### config.mk
export PLATFORM = sky130hd
export DESIGN_NAME = pnc_queue
export DESIGN_NICKNAME = d
export VERILOG_FILES = /design/src/pnc_pkg.sv /design/src/pnc_queue.sv
export SDC_FILE = /design/constraint.sdc
export NUM_CORES = 1
export LEC_CHECK = 0
export ABC_CLOCK_PERIOD_IN_PS = 2420
export BUFFER_PORTS_ARGS = -buffer_cell sky130_fd_sc_hd__clkbuf_2
export CORE_UTILIZATION = 51
export DETAILED_ROUTE_END_ITERATION = 12
export PLACE_DENSITY = 0.75
export SLEW_MARGIN = 15
export SYNTH_ARGS = -nofsm -noshare
export SYNTH_HDL_FRONTEND = slang
export SYNTH_SLANG_ARGS = --single-unit
### constraint.sdc
create_clock -name clk -period 2.42 [get_ports clk]
set_input_delay 0.121 -clock clk [delete_from_list [all_inputs] [get_ports clk]]
set_output_delay 0.121 -clock clk [all_outputs]
set_load 0.1 [all_outputs]
### src/pnc_pkg.sv
`timescale 1ns / 1ps
package pnc_pkg;
  localparam int WindowLen  = 32;
  localparam int SampleBits = 16;
  localparam int FracBits   = 15;
  localparam int NumBits    = SampleBits + 3;
  localparam int EnergyBits = 2 * SampleBits + $clog2(WindowLen) + 1;
  localparam int QBits      = FracBits + 1;
  localparam int FillBits   = $clog2(WindowLen + 1);
  localparam int QueueDepth = 4;
  localparam int QPtrBits   = $clog2(QueueDepth);

  typedef struct packed {
    logic [NumBits-1:0]    num;
    logic [EnergyBits-1:0] energy;
  } job_t;

  typedef enum logic [1:0] {ST_IDLE, ST_SQUARE, ST_SEARCH, ST_DONE} div_state_t;

  function automatic logic tap_hit(input int idx);
    return idx == 0 || idx == 1 || idx == 4 || idx == 5 ||
           idx == 14 || idx == 15 || idx == 18 || idx == 19;
  endfunction
endpackage

### src/pnc_queue.sv
`timescale 1ns / 1ps
module pnc_queue (
  input  logic          clk,
  input  logic          rst_n,
  input  logic          wr_en,
  input  pnc_pkg::job_t wr_data,
  input  logic          rd_en,
  output pnc_pkg::job_t rd_data,
  output logic          empty,
  output logic [pnc_pkg::QPtrBits:0] count
);
  pnc_pkg::job_t mem_r [pnc_pkg::QueueDepth];
  logic [pnc_pkg::QPtrBits-1:0] wp_r, rp_r;
  logic [pnc_pkg::QPtrBits:0]   cnt_r;

  assign empty   = (cnt_r == '0);
  assign count   = cnt_r;
  assign rd_data = mem_r[rp_r];

  always_ff @(posedge clk) begin
    if (!rst_n) begin
      wp_r <= '0; rp_r <= '0; cnt_r <= '0;
    end else begin
      if (wr_en) begin
        mem_r[wp_r] <= wr_data;
        wp_r <= wp_r + 1'b1;
      end
      if (rd_en) rp_r <= rp_r + 1'b1;
      cnt_r <= cnt_r + (pnc_pkg::QPtrBits+1)'(wr_en) - (pnc_pkg::QPtrBits+1)'(rd_en);
    end
  end
endmodule

## Word-level counts from Yosys, hierarchy flattened

Memories as Yosys holds them, arrays and structs flattened. A register that Yosys moved wholly into a read port is not among the register bits.
Index checks and enable logic that the tools add are counted.

- Bits in registers: 7
- RAM bits: 228
- Bits in latches: 0
- Memories kept: 1
- Memory bits (read-only): 0

Memory list:

| name | depth | bits a word | read ports | clocked after Yosys merged registers in | write ports | RTL line | source |
|---|---|---|---|---|---|---|---|
| mem_r | 4 | 57 | 1 | 1 | 1 | pnc_queue.sv:12 | `pnc_pkg::job_t mem_r [pnc_pkg::QueueDepth];` |

- Divide/modulo/power cells: 0
- Add/sub/neg operators: 4
- Reduce and logical (&&, ||, !) cells: 1
- Equality and inequality tests: 0
- Order comparisons: 0
- Shifts and indexed selects: 0
- Multiplexer cells: 5
- Bitwise gates (word level): 0
- $mul: 0

Operators by type and width:

| kind | number |
|---|---|
| $add 2x1->2 const B | 2 |
| $mux 2 | 2 |
| $add 3x1->3 | 1 |
| $logic_not 3->1 | 1 |
| $mux 1 | 3 |
| $sub 3x1->3 | 1 |

## Logic depth before layout (Yosys ltp)

- Depth in word-level cells: 3
- Gate-level depth with buffers: 7
- Depth with buffers taken out: 7

## Worst setup path after synthesis

No wires, ideal clock.

- Path type: register to output
- From: reg cnt_r (netlist bit count[1])
- To: out empty
- Arrival time: 2,884 ps
- Cell stages (with the launch flop): 2
- Data required time: 2,299 ps
- Slack: -585 ps
- Cells stage by stage: dfxtp_1 nor3_1

- Cells in the longest elaborated chain, start to end: 1

Ends and longest elaborated chain:

| element | RTL line | source |
|---|---|---|
| start, declared | pnc_queue.sv:14 | `logic [pnc_pkg::QPtrBits:0] cnt_r;` |
| start signal, assigned | pnc_queue.sv:29 | `cnt_r <= cnt_r + (pnc_pkg::QPtrBits+1)'(wr_en) - (pnc_pkg::QPtrBits+1)'(rd_en);` |
| $logic_not 3->1 | pnc_queue.sv:16 | `assign empty = (cnt_r == '0);` |
| end, declared | pnc_queue.sv:9 | `output logic empty,` |

Every way passes these cells.

==> impl_metrics.py <==
metrics = {
    "synth": {
        "synth_top_area_share_pct": 79.1,
        "synth-edff-count": 228,
        "synthFlopType": "edfxtp_1",
        "synthesis.nets": 407,
        "synth.distinct_cells": 20,
        "avgSynthCellArea_sq_um": 25.5,
        "synth-seq-cells": 237,
        "yosys-top-cells-count": "edfxtp_1, mux4_2, dfxtp_1",
        "synth_top_area_cell": "edfxtp_1",
        "synth_cells": 339,
        "synth_area_leaders": "edfxtp_1, mux4_2, dfxtp_1, ha_1, buf_6",
        "syn_area_sq_um": 8650,
        "synth.most_common_cell": "edfxtp_1",
        "async_flop_share_pct": 0,
        "ys_seq_area_share_pct": 81.2,
        "yosysWarningCount": 0,
    },
    "setup_path": {
        "cp.required_ns": 2.30,
        "worstPathArrival_ns": 2.11,
        "setup.worst_path.class": "flop to primary output",
        "cp_cell_sequence": "buf_12 -> mux4_2 -> clkbuf_2",
        "critPathMaxStageDelay_ns": 0.57,
        "cp-end-kind": "primary output",
        "path_buf_inv": 2,
        "cp_top_family": "buffers and inverters",
        "cp_max_fo": 28,
        "critPathLaunchType": "flop",
        "cpMaxStageDelayCell": "mux4_2",
        "r2r-start": "count[0]$_SDFF_PN0_",
    },
    "floorplanning": {
        "fp.coreArea_sq_um": 16600,
        "dieArea_sq_um": 17500,
        "die_h_microns": 132,
        "start_util_pct": 52.2,
        "boundaryPins": 122,
        "die_x_microns": 132,
        "row_count": 47,
    },
    "timing": {
        "min_period_over_period_pct": 92.0,
        "fin_crit_ns": 2.23,
        "tightest_slew_ns": 0.577,
        "setup-violations-final": 0,
        "rsz0062_at_grt": "false",
        "skew_ns": 0.00899,
        "slew_headroom_pct": 61.7,
        "maxSlewViolCount": 0,
        "whs_ns": 0.0386,
        "fmax_mhz": 449,
        "finalHoldViolCount": 0,
    },
    "clock_network": {
        "insertion_delay_ns": 0.49,
        "clockBufferDepth": 3,
        "root_buffer": "clkbuf_16",
        "cts_max_level": 1,
        "cts_buffers": 23,
        "clock_sinks": 237,
        "cts.clk_slew.worst_paths_ns": 0.06,
        "cts_tree": "built",
    },
    "finish": {
        "n_antenna_cell": 0,
        "final_nets": 611,
        "area_delta_synth_final_pct": 26.1,
        "design_area_sq_um": 10900,
        "fin_cells": 777,
        "final_layout_size_suffix_gt1_share_pct": 40.9,
        "fin_util_pct": 65.8,
    },
    "route": {
        "drtAntennaViolNets": 0,
        "firstDrtPassIters": 4,
        "vias": 4136,
        "drt_wl_total_microns": 15200,
        "post_drt_via_cell_ratio": 5.32,
        "drc": 0,
        "drtIter0Drc": 175,
        "wl_per_cell_microns": 19.6,
    },
    "global_route": {
        "grt_use_total_pct": 18.1,
        "antenna_found_initial": 0,
        "grt_overflow": 0,
        "grt_max_degree": 48,
        "grt_first_pass_wirelength_microns": 24300,
        "grt_pass1_vias": 4586,
    },
    "hold_path": {
        "hold_path.startpoint": "wr_en",
        "min_path_type": "primary input to flop",
    },
    "power_and_ir_drop": {
        "clock_power_share_pct": 33.1,
        "ir_drop_mv": 0.801,
        "switchingPower_w": 0.00281,
        "power_density_nw_per_um2": 892,
        "p_sw_share_pct": 28.9,
        "p_seq_share_pct": 48.1,
        "cell_internal_pwr_w": 0.00692,
        "combPwrFrac_pct": 18.7,
        "leakage_nw": 3.75,
    },
    "placed_design": {
        "dpl.cell_count": 679,
        "dpl_cell_area_sq_um": 9650,
        "dp.final_hpwl_microns": 8950,
        "gp_congestion": 0.763,
        "io_buffers": 121,
    },
    "outcome": {
        "status": "completed",
    },
    "job": {
        "cap_violations": 0,
    },
}
-- metrics by stage --
step / worst slack, ns / total power (W) / TNS, ns
floorplan: -0.00579 / 0.00621 / -0.00579
global placement: 0.652 / 0.00650 / 0
detailed placement: 0.552 / 0.00653 / 0
CTS: 0.148 / 0.00982 / 0
global route: 0.0980 / 0.0100 / 0
finish: 0.194 / 0.00973 / 0
-- layout by cell type (no fill, tap or decap), types with 3 or more instances in the layout --
cell,n
nor2_1,5
inv_1,7
and3_4,4
clkinv_1,4
mux4_2,57
clkinv_2,4
dlygate4sd3_1,59
dfxtp_1,7
clkbuf_16,23
clkbuf_2,121
edfxtp_1,228
clkinvlp_4,3
buf_4,4
clkbuf_1,4
ha_1,6
buf_12,7
-- path summary, 6_finish.rpt --
| path | to | slack, ns | cells past startpoint |
|---|---|---|---|
| worst min-delay path | wp_r[0]$_SDFFE_PN0P_ | 0.04 | 3 |
| worst max register to register | count[2]$_SDFF_PN0_ | 0.55 | 7 |
| worst min register to register | flop | 0.54 | 2 |
| worst max-delay path | rd_data[1] | 0.19 | 3 |
-- state kept, by name (all words and copies together), names as in the netlist, named ones only --
register,flops
count,3
mem_r,228
rp_r,2
wp_r,2
-- logic make-up (layout without fill, tap and decap cells) --
kind of cell / Yosys count / after routing / synth area share (%)
xor+xnor: 3 / 3 / 0.477
compound gates: 2 / 2 / 0.173
fa+ha+maj: 7 / 7 / 1.10
buf+inv: 19 / 237 / 1.32
flops: 237 / 237 / 81.2
mux: 58 / 58 / 14.9
simple gates: 13 / 13 / 0.795
-- cell type report --
class / count / area (sq um)
flip-flops and latches: 237 / 7030
fillers: 1145 / 5670
multi-input cells: 83 / 1540
repair buffers: 191 / 1370
clock buffers: 27 / 591
well taps: 220 / 275
clock inverters: 12 / 87.6
inverters: 7 / 26.3
-- per-layer routing --
| metal | track usage [%] | wire (microns) |
|---|---|---|
| met5 | 0 | 0 |
| met4 | 5.04 | 215 |
| met3 | 3.31 | 793 |
| met2 | 32.4 | 8030 |
| met1 | 22.9 | 6180 |
-- timing repair --
action,4_1_cts,5_1_grt
hold buffers,59,0
endpoints found under the hold margin,234,0
setup buffers,0,0
endpoints found under the setup margin,0,0
resized for setup,0,0
-- power by group through the flow --
stage                     logic [W]  registers [W]  clock network, W
after floorplan             0.00135        0.00486                 0
after global placement      0.00174        0.00476                 0
after detailed placement    0.00176        0.00477                 0
after CTS                   0.00184        0.00469           0.00330
after global routing        0.00189        0.00470           0.00345
final                       0.00182        0.00469           0.00323
-- worst min-delay path: cells and delay by family --
family	cells	cell delay, ns
AND/OR/NAND/NOR	1	0.08
buffers and inverters	1	0.19
XOR/XNOR	1	0.11
No activity file was read; power rests on OpenSTA's default activity.
