[config.mk]
export PLATFORM = sky130hd
export DESIGN_NAME = pnc_front
export DESIGN_NICKNAME = d
export VERILOG_FILES = /design/src/pnc_pkg.sv /design/src/pnc_front.sv
export SDC_FILE = /design/constraint.sdc
export NUM_CORES = 2
export LEC_CHECK = 0
export BUFFER_PORTS_ARGS = -buffer_cell sky130_fd_sc_hd__buf_2
export CAP_MARGIN = 20
export CELL_PAD_IN_SITES_DETAIL_PLACEMENT = 0
export CELL_PAD_IN_SITES_GLOBAL_PLACEMENT = 1
export CORE_MARGIN = 8
export CORE_UTILIZATION = 45
export DETAILED_ROUTE_END_ITERATION = 8
export HOLD_SLACK_MARGIN = 0.05
export PLACE_DENSITY = 0.89
export SLEW_MARGIN = 10
export SYNTH_ARGS = -nofsm -noshare
export SYNTH_HDL_FRONTEND = slang
export SYNTH_SLANG_ARGS = --single-unit
[constraint.sdc]
create_clock -name clk -period 10 [get_ports clk]
set_clock_uncertainty 0.05 [all_clocks]
set_input_delay 1.5 -clock clk [delete_from_list [all_inputs] [get_ports clk]]
set_output_delay 1.5 -clock clk [all_outputs]
set_load 0.01 [all_outputs]
[src/pnc_pkg.sv]
`timescale 1ns / 1ps
package pnc_pkg;
  localparam int WindowLen  = 32;
  localparam int SampleBits = 16;
  localparam int FracBits   = 15;
  localparam int NumBits    = SampleBits + 3;
  localparam int EnergyBits = 2 * SampleBits + $clog2(WindowLen) + 1;
  localparam int QBits      = FracBits + 1;
  localparam int FillBits   = $clog2(WindowLen + 1);
  localparam int QueueDepth = 4;
  localparam int QPtrBits   = $clog2(QueueDepth);

  typedef struct packed {
    logic [NumBits-1:0]    num;
    logic [EnergyBits-1:0] energy;
  } job_t;

  typedef enum logic [1:0] {ST_IDLE, ST_SQUARE, ST_SEARCH, ST_DONE} div_state_t;

  function automatic logic tap_hit(input int idx);
    return idx == 0 || idx == 1 || idx == 4 || idx == 5 ||
           idx == 14 || idx == 15 || idx == 18 || idx == 19;
  endfunction
endpackage

[src/pnc_front.sv]
`timescale 1ns / 1ps
module pnc_front (
  input  logic                            clk,
  input  logic                            rst_n,
  input  logic                            in_push,
  input  logic [pnc_pkg::SampleBits-1:0]  in_sample,
  output logic                            job_valid,
  output pnc_pkg::job_t                   job
);
  logic [pnc_pkg::SampleBits-1:0] win_r [pnc_pkg::WindowLen];
  logic [pnc_pkg::EnergyBits-1:0] energy_r, energy_nxt;
  logic [pnc_pkg::FillBits-1:0]   fill_r;
  logic                           full;
  logic [pnc_pkg::SampleBits-1:0] next_win [pnc_pkg::WindowLen];
  logic [pnc_pkg::NumBits-1:0]    num;
  logic [2*pnc_pkg::SampleBits-1:0] sq_in, sq_old;

  assign full   = (fill_r == pnc_pkg::FillBits'(pnc_pkg::WindowLen));
  assign sq_in  = in_sample * in_sample;
  assign sq_old = win_r[0] * win_r[0];

  always_comb begin
    for (int i = 0; i < pnc_pkg::WindowLen; i++) begin
      if (full) begin
        next_win[i] = (i == pnc_pkg::WindowLen - 1) ? in_sample
                                                    : win_r[(i + 1) % pnc_pkg::WindowLen];
      end else begin
        next_win[i] = (fill_r == pnc_pkg::FillBits'(i)) ? in_sample : win_r[i];
      end
    end
    energy_nxt = energy_r + pnc_pkg::EnergyBits'(sq_in)
               - (full ? pnc_pkg::EnergyBits'(sq_old) : '0);
    num = '0;
    for (int i = 0; i < pnc_pkg::WindowLen; i++) begin
      if (pnc_pkg::tap_hit(i)) num = num + pnc_pkg::NumBits'(next_win[i]);
    end
  end

  always_ff @(posedge clk) begin
    if (!rst_n) begin
      fill_r    <= '0;
      energy_r  <= '0;
      job_valid <= 1'b0;
      for (int i = 0; i < pnc_pkg::WindowLen; i++) win_r[i] <= '0;
    end else begin
      job_valid <= 1'b0;
      if (in_push) begin
        win_r    <= next_win;
        energy_r <= energy_nxt;
        if (!full) fill_r <= fill_r + 1'b1;
        job_valid <= full || (fill_r == pnc_pkg::FillBits'(pnc_pkg::WindowLen - 1));
        job.num    <= num;
        job.energy <= energy_nxt;
      end
    end
  end
endmodule

Word level (Yosys, flattened, before mapping)
Cells that the tools add are included.

Register bits: 614. Input bits: 19. Output and inout port bits: 58.

Add/subtract/negate cells: 10. Multipliers: 2. Equality and inequality tests: 32. Muxes and demuxes: 65. Bitwise gates (word level): 1. Reductions and logical operators: 52.

Operator list (number): 16-bit 2-to-1 mux (64); 6-bit by 5-bit equality test with 1-bit output (second input constant) (16); 19-bit by 16-bit adder with 19-bit output (4); 16-bit by 16-bit multiplier with 32-bit output (2); 2-bit AND reduction (26); 6-bit by 4-bit equality test with 1-bit output (second input constant) (8); 2-bit nonzero test (24); 38-bit by 32-bit adder with 38-bit output (1); 38-bit by 32-bit subtractor with 38-bit output (1); 32-bit 2-to-1 mux (1); 6-bit by 3-bit equality test with 1-bit output (second input constant) (4); 18-bit by 16-bit adder with 19-bit output (1); 17-bit by 16-bit adder with 18-bit output (1); 16-bit by 16-bit adder with 17-bit output (1); 6-bit by 2-bit equality test with 1-bit output (second input constant) (2); 6-bit by 1-bit adder with 6-bit output (second input constant) (1); 6-bit by 1-bit equality test with 1-bit output (second input constant) (1); 6-bit equality test (second input constant) (1); 6-bit zero test (1); 1-bit logical OR (1); 1-bit NOT (1).

Depth between registers and ports, before layout
Depth after elaboration: 10. Depth in mapped cells: 46.

Worst setup path after synthesis
Ideal clock, no wire load.

Kind: reg-to-reg. Start point: reg win_r[498] in the netlist's numbering. End point: reg job[33] in the netlist's numbering, data pin. Arrival time: 10.345 ns. Path slack: -0.656 ns. Stages on the path, launching flop included: 42. Period minus slack after synthesis: 10.656 ns. Cell sequence: dfxtp_1 > clkbuf_1 > clkbuf_1 > nand2_1 > fa_1 > fa_1 > inv_1 > fa_1 > fa_1 > fa_1 > inv_1 > fa_1 > inv_1 > ha_1 > clkbuf_1 > a21o_1 > a21oi_1 > o211ai_1 > (+6 left out) > inv_1 > fa_1 > fa_1 > inv_1 > fa_1 > fa_1 > inv_1 > fa_1 > inv_1 > ha_1 > clkbuf_1 > nand4_1 > or3_1 > a211oi_1 > o21ba_2 > o21bai_1 > a21boi_0 > nor2_1.

Cells in the longest elaborated chain, start to end: 3.

Ends and longest elaborated chain: start: declaration (line pnc_front.sv:10) `logic [pnc_pkg::SampleBits-1:0] win_r [pnc_pkg::WindowLen];`; start signal: assignment (line pnc_front.sv:48) `win_r <= next_win;`; 16-bit by 16-bit multiplier with 32-bit output (line pnc_front.sv:20) `assign sq_old = win_r[0] * win_r[0];`; 32-bit 2-to-1 mux (line pnc_front.sv:32) `- (full ? pnc_pkg::EnergyBits'(sq_old) : '0);`; 38-bit by 32-bit subtractor with 38-bit output (line pnc_front.sv:32); net energy_nxt, one bit (line pnc_front.sv:11) `logic [pnc_pkg::EnergyBits-1:0] energy_r, energy_nxt;`; end: declaration (line pnc_front.sv:8) `output pnc_pkg::job_t job`.

The timed path passes the listed nets, and every way through them passes these cells. A chain may end at the register's enable or synchronous reset.

Worst setup path in the final report
Start point: reg win_r[501] in the netlist's numbering. End point: reg energy_r[33] in the netlist's numbering.

Cells in the longest elaborated chain, start to end: 3.

Ends and longest elaborated chain: 16-bit by 16-bit multiplier with 32-bit output (line pnc_front.sv:20); 32-bit 2-to-1 mux (line pnc_front.sv:32); 38-bit by 32-bit subtractor with 38-bit output (line pnc_front.sv:32); end signal: assignment (line pnc_front.sv:49) `energy_r <= energy_nxt;`; end: declaration (line pnc_front.sv:11).

Every way passes these cells.

==> flow_metrics.env <==
export IMPL_wl_per_cell_um=19.2
export IMPL_overflow=0
export IMPL_power_density_nw_per_um2=357
export IMPL_worst_pin_slew_ns=1.04
export IMPL_dieArea_sq_um=113000
export IMPL_status="finished, violations left"
export IMPL_synthCells=5396
export IMPL_core_rowCount=117
export IMPL_synth_largest_area_cell="dfxtp_1"
export IMPL_areaGrowthSynthToFinish_pct=15.1
export IMPL_wl_met1_um=54700
export IMPL_synth_common_cells="a21oi_1 (685), inv_1 (674), nor2_1 (650)"
export IMPL_slew_viol_final=0
export IMPL_grt_max_degree=217
export IMPL_viasPerCell=5.51
export IMPL_clk_latency_ns=0.65
export IMPL_crit_slowest_cell="fa_1"
export IMPL_drtIter0Drc=3099
export IMPL_dr_wl_met2_um=62800
export IMPL_die_width_um=336
export IMPL_yosys_warnings=0
export IMPL_grt_pass1_vias=37400
export IMPL_cts_sinks=614
export IMPL_grt_pass1_wl_um=209000
export IMPL_drive_gt1_share_pct=14.0
export IMPL_gp_congestion=0.894
export IMPL_clkTransAtPathRegs_ns=0.05
export IMPL_finalHoldViolations=0
export IMPL_fin_area_sq_um=53000
export IMPL_cts_buffer_depth=3
export IMPL_crit_path_end_kind="flip-flop"
export IMPL_clockRootBuffer="clkbuf_16"
export IMPL_route_vias_total=38000
export IMPL_min_period_over_period_pct=105
export IMPL_period_minus_slack_ns=10.48
export IMPL_regArea_sq_um=12900
export IMPL_switchingPower_mw=8.10
export IMPL_relSlewSlack_pct=30.7
export IMPL_multi_input_area_sq_um=30400
export IMPL_syn_area_per_cell_sq_um=8.54
export IMPL_start_util_pct=45.3
export IMPL_cts_max_level=3
export IMPL_cp_required_ns=10.50
export IMPL_fmax_mhz=95.4
export IMPL_ys_seq_area_share_pct=27.9
export IMPL_highest_layer="met5"
export IMPL_fillers=9292
export IMPL_p_comb_share_pct=69.8
export IMPL_power_share_clock_pct=14.0
export IMPL_ir_drop_mv=0.978
export IMPL_path_class="flip-flop to flip-flop"
export IMPL_wirelength_um=132000
export IMPL_fin_ws_ns=-0.483
export IMPL_setup_violations=33
export IMPL_dpl_cell_count=6734
export IMPL_die_h_um=336
export IMPL_crit_fanout=5
export IMPL_cts_tree="done"
export IMPL_swShare_pct=42.7
export IMPL_seq_power_share_pct=16.2
export IMPL_finalSetupTns_ns=-9.03
export IMPL_worst_setup_path_start_kind="flip-flop"
export IMPL_rsz0062_at_grt="yes"
export IMPL_p_int_mw=10.9
export IMPL_wl_met3_um=9300
export IMPL_synth_area_sq_um=46100
export IMPL_path_common_cell="fa_1"
export IMPL_cts_inserted_buffers=73
export IMPL_synth_edf_count=57
export IMPL_synth_nets=6160
export IMPL_fp_coreArea_sq_um=102000
export IMPL_yosys_most_used_dff="dfxtp_1"
export IMPL_track_usage_pct=23.0
export IMPL_holdCritPathClass="flip-flop to flip-flop"
export IMPL_power_leakage_nw=22.5
export IMPL_maxCapViolCount=0
export IMPL_synth_top_cell_area_share_pct=24.2
export IMPL_portBuffers=76
export IMPL_power_total_mw=19.0
export IMPL_fin_util_pct=52.1
export IMPL_synth_area_leaders="dfxtp_1 (24%), fa_1 (21%), a21oi_1 (7.4%)"
export IMPL_slowest_delay_ns=0.54
export IMPL_ant_nets=0
export IMPL_antenna_found_initial=9
export IMPL_drc=0
export IMPL_ios=77
export IMPL_arrival_ns=10.99
export IMPL_async_reset_ff_share_pct=0
export IMPL_synth_distinct_cells=76
export IMPL_drtPass1Iterations=6
export IMPL_placed_cell_area_sq_um=49300
export IMPL_layout_nets=6240
export IMPL_place_detailed_hpwl_um=91400
export IMPL_fin_cells=6905
export IMPL_synth_most_common_cell="a21oi_1"
export IMPL_ys_seq_elements=614
export IMPL_violations="negative setup slack"
## logic make-up (layout without fill, tap and decap cells)
family | Yosys count | count (layout) | synth area share, %
compound gates | 1352 | 1352 | 18.1
other cells | 0 | 4 | 0
flops | 614 | 614 | 27.9
simple gates | 1428 | 1428 | 13.2
buf+inv | 1068 | 1205 | 8.73
fa+ha+maj | 745 | 745 | 28.2
mux | 106 | 106 | 2.32
xor+xnor | 83 | 83 | 1.58
## metrics by stage
stage | setup slack (ns) | hold WS, ns
floorplan | -0.182 | 0.395
global placement | -0.585 | 0.412
detailed placement | -0.717 | 0.427
CTS | -0.474 | 0.434
global route | -0.755 | 0.454
finish | -0.483 | 0.439
## sequential cells by signal, indices dropped and copies added (netlist names)
register,flops
win_r,512
job_valid,1
fill_r,6
energy_r,38
job,57
## per-layer routing
| metal | global-route usage [%] | vias up |
|---|---|---|
| met1 | 29.9 | 18600 |
| met3 | 4.05 | 255 |
| met4 | 9.19 | 4 |
| met5 | 0 | - |
| met2 | 37.8 | 1165 |
| li1 | - | 18000 |
## placed cells by master, fill, tap and decap left out, types with 15 or more instances in the layout
cell	n
a21oi_2	18
a21o_1	35
o21ai_0	64
fa_2	19
clkbuf_1	19
xnor2_1	53
ha_4	26
dfxtp_1	545
mux2i_1	101
buf_6	26
clkbuf_8	15
buf_4	281
xor2_1	21
and2_1	101
a211oi_1	361
nor2_1	610
inv_2	27
nor3_1	20
clkbuf_16	74
fa_1	471
o21a_1	104
a21oi_1	661
ha_1	228
nand3_1	128
nor2_2	40
buf_2	75
nand2_1	406
edfxtp_1	57
inv_1	645
## worst max-delay path: cells and delay by family (launching register included)
family / cells / cell delay [ns]
AOI/OAI and AO/OA: 10 / 2.00
xor gates and xnor gates: 1 / 0.13
adders and majority gates: 14 / 6.21
buffers and inverters: 10 / 0.69
DFF: 1 / 0.34
and+or+nand+nor: 5 / 0.94
## area by class of cell
cell class,count,share of cell area [%]
repair buffers,398,5.79
diodes,4,0.0189
well taps,1368,3.23
multi-input cells,3714,57.4
clock inverters,24,0.462
inverters,675,4.81
clock buffers,108,4.01
flip-flops and latches,614,24.3
## power groups by stage
stage               logic, mW  clock network [mW]  registers [mW]
CTS                      11.7                2.70            3.08
finish                   13.2                2.65            3.08
detailed placement       10.3                   0            3.13
global route             14.3                2.81            3.09
floorplan                6.57                   0            3.15
global placement         10.2                   0            3.13
## timing repair
action | CTS | global route
endpoints found under the setup margin | 42 | 44
hold buffers | 0 | 0
hold endpoints to repair | 0 | 0
pin swaps | 53 | 49
buffers inserted | 13 | 20
gates cloned | 0 | 1
resized for setup | 105 | 120
## final timing paths
check,end,depth (start not counted),from,slack [ns]
max reg2reg,energy_r[33]$_SDFFE_PN0P_,40,win_r[501]$_SDFFE_PN0P_,-0.48
min reg2reg,energy_r[31]$_SDFFE_PN0P_,2,energy_r[31]$_SDFFE_PN0P_,0.44
min,energy_r[31]$_SDFFE_PN0P_,2,energy_r[31]$_SDFFE_PN0P_,0.44
max,energy_r[33]$_SDFFE_PN0P_,40,win_r[501]$_SDFFE_PN0P_,-0.48
No activity file was read; power rests on OpenSTA's default activity.
