## config.mk

```make
export PLATFORM = sky130hd
export DESIGN_NAME = pnc_back
export DESIGN_NICKNAME = d
export VERILOG_FILES = /design/src/pnc_pkg.sv /design/src/pnc_back.sv
export SDC_FILE = /design/constraint.sdc
export NUM_CORES = 2
export LEC_CHECK = 0
export ABC_AREA = 1
export BUFFER_PORTS_ARGS = -buffer_cell sky130_fd_sc_hd__buf_2
export CAP_MARGIN = 20
export CORE_ASPECT_RATIO = 1.4
export CORE_MARGIN = 4
export CORE_UTILIZATION = 40
export DETAILED_ROUTE_END_ITERATION = 8
export HOLD_SLACK_MARGIN = 0.05
export PLACE_DENSITY = 0.58
export SYNTH_ARGS = -nofsm -noshare
export SYNTH_HDL_FRONTEND = slang
export SYNTH_SLANG_ARGS = --single-unit
```

## constraint.sdc

```tcl
create_clock -name clk -period 8.85 [get_ports clk]
set_input_delay 0.4425 -clock clk [delete_from_list [all_inputs] [get_ports clk]]
set_output_delay 0.4425 -clock clk [all_outputs]
set_load 0.05 [all_outputs]
```

## src/pnc_pkg.sv

```systemverilog
`timescale 1ns / 1ps
package pnc_pkg;
  localparam int WindowLen  = 32;
  localparam int SampleBits = 16;
  localparam int FracBits   = 15;
  localparam int NumBits    = SampleBits + 3;
  localparam int EnergyBits = 2 * SampleBits + $clog2(WindowLen) + 1;
  localparam int QBits      = FracBits + 1;
  localparam int FillBits   = $clog2(WindowLen + 1);
  localparam int QueueDepth = 4;
  localparam int QPtrBits   = $clog2(QueueDepth);

  typedef struct packed {
    logic [NumBits-1:0]    num;
    logic [EnergyBits-1:0] energy;
  } job_t;

  typedef enum logic [1:0] {ST_IDLE, ST_SQUARE, ST_SEARCH, ST_DONE} div_state_t;

  function automatic logic tap_hit(input int idx);
    return idx == 0 || idx == 1 || idx == 4 || idx == 5 ||
           idx == 14 || idx == 15 || idx == 18 || idx == 19;
  endfunction
endpackage

```

## src/pnc_back.sv

```systemverilog
`timescale 1ns / 1ps
module pnc_back (
  input  logic                          clk,
  input  logic                          rst_n,
  input  logic                          job_ready,
  input  pnc_pkg::job_t                 job,
  output logic                          job_take,
  output logic                          out_empty,
  input  logic                          out_pop,
  output logic [15:0]                   out_metric
);
  localparam int SqBits  = 2 * pnc_pkg::NumBits + 2 * pnc_pkg::FracBits;
  localparam int EBits   = pnc_pkg::EnergyBits + 3;
  localparam int PBits   = 2 * pnc_pkg::QBits + EBits;
  localparam int LhsBits = (PBits > SqBits) ? PBits : SqBits;
  localparam int ELoBits = 21;
  localparam int EHiBits = EBits - ELoBits;

  pnc_pkg::div_state_t st_r, st_nxt;
  logic [pnc_pkg::NumBits-1:0]    num_r;
  logic [2*pnc_pkg::NumBits-1:0]  nsq;
  logic [EBits-1:0]               e8_r;
  logic [SqBits-1:0]              rhs_r, rhs_nxt;
  logic [pnc_pkg::QBits-1:0]      q_r, q_nxt;
  logic [$clog2(pnc_pkg::QBits+1)-1:0] bit_r, bit_nxt;
  logic [pnc_pkg::QBits-1:0]      trial;
  logic [2*pnc_pkg::QBits-1:0]    tsq_r, tsq_nxt;
  logic [2*pnc_pkg::QBits+ELoBits-1:0] plo_r, plo_nxt;
  logic [2*pnc_pkg::QBits+EHiBits-1:0] phi;
  logic [1:0]                     phase_r, phase_nxt;
  logic                           res_valid_r, res_valid_nxt;
  logic [15:0]                    res_r, res_nxt;
  logic [PBits-1:0]               lhs;
  logic                           zero_e;

  assign zero_e    = (job.energy == '0);
  assign out_empty = !res_valid_r;
  assign out_metric = res_r;
  assign trial = q_r | (pnc_pkg::QBits'(1) << bit_r);
  assign nsq   = num_r * num_r;
  assign phi   = tsq_r * e8_r[EBits-1:ELoBits];
  assign lhs   = {phi, {ELoBits{1'b0}}} + PBits'(plo_r);

  always_ff @(posedge clk) begin
    if (!rst_n) begin
      st_r <= pnc_pkg::ST_IDLE;
      res_valid_r <= 1'b0;
    end else begin
      st_r <= st_nxt;
      res_valid_r <= res_valid_nxt;
    end
    rhs_r <= rhs_nxt; q_r <= q_nxt; bit_r <= bit_nxt;
    tsq_r <= tsq_nxt; plo_r <= plo_nxt; phase_r <= phase_nxt; res_r <= res_nxt;
    if (st_r == pnc_pkg::ST_IDLE && job_ready && !(res_valid_r && !out_pop)) begin
      num_r <= job.num;
      e8_r  <= {job.energy, 3'b000};
    end
  end

  always_comb begin
    st_nxt = st_r; rhs_nxt = rhs_r; q_nxt = q_r; bit_nxt = bit_r;
    tsq_nxt = tsq_r; plo_nxt = plo_r; phase_nxt = phase_r; res_nxt = res_r;
    res_valid_nxt = res_valid_r && !out_pop;
    job_take = 1'b0;
    case (st_r)
      pnc_pkg::ST_IDLE: begin
        if (job_ready && !(res_valid_r && !out_pop)) begin
          job_take = 1'b1;
          if (zero_e) begin
            res_nxt = '0; res_valid_nxt = 1'b1;
          end else begin
            st_nxt = pnc_pkg::ST_SQUARE;
          end
        end
      end
      pnc_pkg::ST_SQUARE: begin
        rhs_nxt = SqBits'(nsq) << (2 * pnc_pkg::FracBits);
        q_nxt = '0;
        bit_nxt = ($bits(bit_r))'(pnc_pkg::QBits - 1);
        phase_nxt = 2'd0;
        st_nxt = pnc_pkg::ST_SEARCH;
      end
      pnc_pkg::ST_SEARCH: begin
        if (phase_r == 2'd0) begin
          tsq_nxt = trial * trial;
          phase_nxt = 2'd1;
        end else if (phase_r == 2'd1) begin
          plo_nxt = tsq_r * e8_r[ELoBits-1:0];
          phase_nxt = 2'd2;
        end else begin
          phase_nxt = 2'd0;
          if (LhsBits'(lhs) <= LhsBits'(rhs_r)) q_nxt = trial;
          if (bit_r == '0) st_nxt = pnc_pkg::ST_DONE;
          else bit_nxt = bit_r - 1'b1;
        end
      end
      pnc_pkg::ST_DONE: begin
        if (!res_valid_nxt) begin
          res_nxt = 16'(q_r);
          res_valid_nxt = 1'b1;
          st_nxt = pnc_pkg::ST_IDLE;
        end
      end
      default: st_nxt = pnc_pkg::ST_IDLE;
    endcase
  end
endmodule

```

; Word level (Yosys, flattened, before mapping)
; Cells that the tools add are included.
[classes]
n_addsub = 2
n_mul = 4
div_mod_pow = 0
n_lt_le_gt_ge = 1
eq_ne = 13
shifts = 1
mux = 27
bitwise = 2
reduce_logical = 19
[op_table]
columns = op, count
row1 = two-way mux 16 bit, 6
row2 = adder 73 x 53 -> 73 bit, 1
row3 = less-or-equal comparator 73 x 68 -> 1 bit, 1
row4 = case mux 16 bit (2 select lines), 2
row5 = multiplier 32 x 20 -> 52 bit, 1
row6 = multiplier 32 x 18 -> 50 bit, 1
row7 = logical NOT 38 bit, 1
row8 = multiplier 19 x 19 -> 38 bit, 1
row9 = multiplier 16 x 16 -> 32 bit, 1
row10 = two-way mux 2 bit, 8
row11 = "inequality test 2 bit, second input constant", 8
row12 = bitwise OR 16 bit, 1
row13 = "<< shifter 1 x 5 -> 16 bit, first input constant", 1
row14 = two-way mux 5 bit, 3
row15 = AND reduction 4 bit, 3
row16 = case mux 5 bit (2 select lines), 1
row17 = case mux 2 bit (4 select lines), 1
row18 = AND reduction 6 bit, 1
row19 = logical NOT 5 bit, 1
row20 = "subtractor 5 x 1 -> 5 bit, second input constant", 1
row21 = "equality test 2 x 1 -> 1 bit, second input constant", 2
row22 = "equality test 2 bit, second input constant", 2
row23 = logical AND 1 bit, 4
row24 = logical NOT 2 bit, 2
row25 = other kinds (9), 15
[word_totals]
regBits = 219
latch_bits = 0
mem_bits_rw = 0
romBits = 0
inputBits = 61
out_inout_bits = 18
n_memories = 0

; Logic depth before layout (Yosys ltp)
[logic_depth]
ltp_word = 7
depth_mapped = 57

; Least setup slack after synthesis
; No wires, ideal clock.
[synth_path]
path_type = register to register
startpoint = reg tsq_r[10] in the netlist's numbering
endpoint = reg q_r[0] in the netlist's numbering (enable)
arrival_time_ns = 8.973
required_time_ns = 8.472
slack_ns = -0.501
path_stages_with_launch = 50
path_buffers = 2
period_less_slack_ns = 9.351
cell_sequence = edfxtp_1 -> clkbuf_1 -> buf_1 -> nand2_1 -> fa_1 -> inv_1 -> fa_1 -> inv_1 -> fa_1 -> inv_1 -> fa_1 -> inv_1 -> fa_1 -> inv_1 -> fa_1 -> inv_1 -> fa_1 -> inv_1 -> [14 not listed] -> a21oi_1 -> o21ai_0 -> a21oi_1 -> nor3_1 -> xor2_1 -> ha_1 -> nand2_1 -> o21a_1 -> nor3_1 -> a2111oi_0 -> nand2_1 -> nand2_1 -> nand2_1 -> nand2_1 -> nand2_1 -> nand2_1 -> nand3_1 -> a21oi_2
[synth_via]
elab_chain_cells = 5
[synth_rtl]
columns = element, line_no
row1 = "start, declared", pnc_back.sv:27  ; logic [2*pnc_pkg::QBits-1:0] tsq_r, tsq_nxt;
row2 = "start signal, assigned", pnc_back.sv:53  ; tsq_r <= tsq_nxt; plo_r <= plo_nxt; phase_r <= phase_nxt; res_r <= res_nxt;
row3 = multiplier 32 x 20 -> 52 bit, pnc_back.sv:41  ; assign phi = tsq_r * e8_r[EBits-1:ELoBits];
row4 = adder 73 x 53 -> 73 bit, pnc_back.sv:42  ; assign lhs = {phi, {ELoBits{1'b0}}} + PBits'(plo_r);
row5 = less-or-equal comparator 73 x 68 -> 1 bit, pnc_back.sv:92  ; if (LhsBits'(lhs) <= LhsBits'(rhs_r)) q_nxt = trial;
row6 = inequality test 2 bit (no source line), --
row7 = AND reduction 4 bit (no source line), --
row8 = "end signal, assigned", pnc_back.sv:52  ; rhs_r <= rhs_nxt; q_r <= q_nxt; bit_r <= bit_nxt;
row9 = "end, declared", pnc_back.sv:24  ; logic [pnc_pkg::QBits-1:0] q_r, q_nxt;
; Every way passes these cells.
; A chain may end at the register's enable or synchronous reset.

; Worst setup path after layout
; Ends and elaborated chain as after synthesis.

==> results.toml <==
[global_routing]
grt_usage_pct = 22.5
grt_first_pass_wirelength_um = 316000
grt_max_degree = 51
grt_overflow = 0
grt_pass1_vias = 59200
grt_antenna_before_repair = 9

[placement]
hpwlAfterDp_um = 164000
io_buffers = 78
gp_congestion = 0.919

[worst_hold_path]
min_to = "res_valid_r"
hold_start = "out_pop"
min_path_type = "in2reg"
hold-path-cell-count = 6

[worst_setup_path]
reg2reg_depth = 47
crit_required_ns = 9.21
worst-setup-path-type = "reg2reg"
arrival_ns = 10.20
crit_slowest_cell = "fa_2"
cpMostUsedCell = "nand2_2"
r2r-start = "tsq_r[10]"
r2r_end = "q_r[0]"
reg2reg_slack_ns = -0.99
start_kind = "flop"
cp_max_fo = 8
worstSetupEndpointType = "flop"
critPathMaxStageDelay_ns = 0.64

[synth]
syn_inst = 8526
async_reset_ff_share_pct = 0
syn_avg_cell_area_um2 = 8.02
synth_area_um2 = 68300
synthFlopType = "edfxtp_1"
synth_cell_type_count = 52
synth_top_cell_by_area = "fa_1"
seq_area_frac_synth_pct = 9.49
yosys-top-cells-area = "fa_1 41%, inv_1 14%, nand2_1 12%"
synth_top_area_share_pct = 41.4
ys_ff_latch = 217
synth_edf_count = 214
synth_warnings = 0

[layout]
drive_above_1_share_pct = 12.6
final_cell_mix = "2581 x inv_1, 2061 x nand2_1, 1394 x fa_1"
final_core_util_pct = 46.4
fin_nets = 11100
area_growth_pct = 15.4
final_common_cell = "inv_1"

[timing]
period_share_pct = 111
layout_min_cycle_time_ns = 9.84
timing.hold.ws_ns = 0.236
slew_viol_final = 0
skew_ns = 0.0328
fmax_mhz = 102
setup_viol = 16
finalHoldViolations = 0
rsz0062_at_grt = "yes"
maxSlewHeadroom_pct = 28.9
fin_ws_ns = -0.993
worst_pin_slew_ns = 1.06

[status]
status = "finished with violations"
violations = "negative setup slack"

[die]
core_area_um2 = 170000
die_area_um2 = 178000
start_util_pct = 40.2
die_w_um = 357
dieHeight_um = 497
num_rows = 179
io_pins = 79

[clock_tree]
cts_max_level = 1
cts_made_buffers = 29
clockBufferDepth = 3
worst_skew_pair.late_latency_ns = 0.66
cts_tree = "built"
cts_root_buffer = "clkbuf_16"
clkSinkCount = 217
cts.clk_slew.worst_paths_ns = 0.08

[routing]
drtIter0Drc = 3079
via_count = 54000
vias_per_cell = 4.78
ant_nets = 0
dr.pass1.iters = 6
post-route-drc-count = 0
wire_per_inst_um = 17.2
routed_wl_um = 195000

[run]
cap_viol_max_count = 0
area by class of cell:
cell class	instances	area (µm²)
Clock inverter	21	198
Clock buffer	31	733
Inverter	2645	9930
Fill cell	16700	91100
Tap cell	2262	2830
Timing Repair Buffer	748	6160
Multi-Input combinational cell	5386	52500
Antenna cell	3	7.51
Sequential cell	217	6490
cells by family (layout without fill, tap and decap cells):
group	after synthesis	in the layout	share of synthesized area, %
other	2	24	0.0110
and+or+nand+nor	2700	2700	15.8
AOI/OAI and AO/OA	458	458	3.73
buffers and inverters	2942	3445	16.2
DFF	217	217	9.49
adders and majority gates	2006	2006	52.2
xor gates and xnor gates	201	201	2.58
layer usage:
metal	global-route usage (%)	wire [µm]	up-vias
met5	0	13	-
met1	27.7	76200	27100
li1	-	-	25300
met2	41.2	101000	1362
met4	7.00	7140	2
met3	2.31	9800	318
how the worst max path moves through the flow:
stage	start	end	slack, ns	depth (start not counted)
5_1_grt	tsq_r[10]	q_r[6]	-1.36	51
6_report	tsq_r[10]	q_r[0]	-0.99	47
2_1_floorplan	tsq_r[7]	q_r[0]	0.005	46
3_3_place_gp	tsq_r[14]	q_r[9]	-2.00	47
4_1_cts	tsq_r[10]	q_r[9]	-1.11	47
3_5_place_dp	tsq_r[14]	q_r[9]	-1.99	47
critical path, delay by kind of cell (launching register included):
family	cells	cell delay, ns
AO/OA/AOI/OAI	4	0.68
XOR/XNOR	2	0.22
adder cells (fa/ha/maj)	10	4.41
AND/OR/NAND/NOR	17	2.16
buffers and inverters	14	1.69
flip-flops	1	0.35
registers in the layout (all words and copies together), names as in the netlist:
signal / count
phase_r: 2
q_r: 16
st_r: 2
num_r: 19
out_metric: 16
plo_r: 50
rhs_r: 37
tsq_r: 31
res_valid_r: 1
bit_r: 5
e8_r: 38
metrics by stage:
stage | setup TNS [ns] | std cells | setup WS, ns | area (µm²)
finish | -15.63 | 11300 | -0.993 | 78900
global route | -21.49 | 11300 | -1.36 | 78800
CTS | -17.70 | 11300 | -1.11 | 77900
detailed placement | -31.81 | 11100 | -1.99 | 75200
global placement | -31.99 | 11100 | -2.00 | 75200
floorplan | 0 | 8545 | 0.00455 | 68500
cell usage after synthesis, drive strengths merged, types with 27 or more instances:
| cell | n |
|---|---|
| ha | 594 |
| o21ai | 111 |
| xnor2 | 70 |
| edfxtp | 214 |
| nor3 | 34 |
| inv | 2640 |
| clkbuf | 225 |
| nand3 | 107 |
| xor2 | 131 |
| nand4 | 27 |
| nand2 | 2197 |
| a21oi | 245 |
| nor2 | 293 |
| buf | 72 |
| fa | 1412 |
timing repair:
action                                  4_1_cts  5_1_grt
gates resized for setup                     183      193
hold buffers                                 58        0
endpoints found under the setup margin       16       16
hold endpoints to repair                     59        0
pin swaps                                    85      169
gates cloned                                  3        0
setup buffers                                37       23
Power is left out: the tool's default activity adds up to more than one toggle a clock period on the data nets, which glitch-free logic cannot reach.
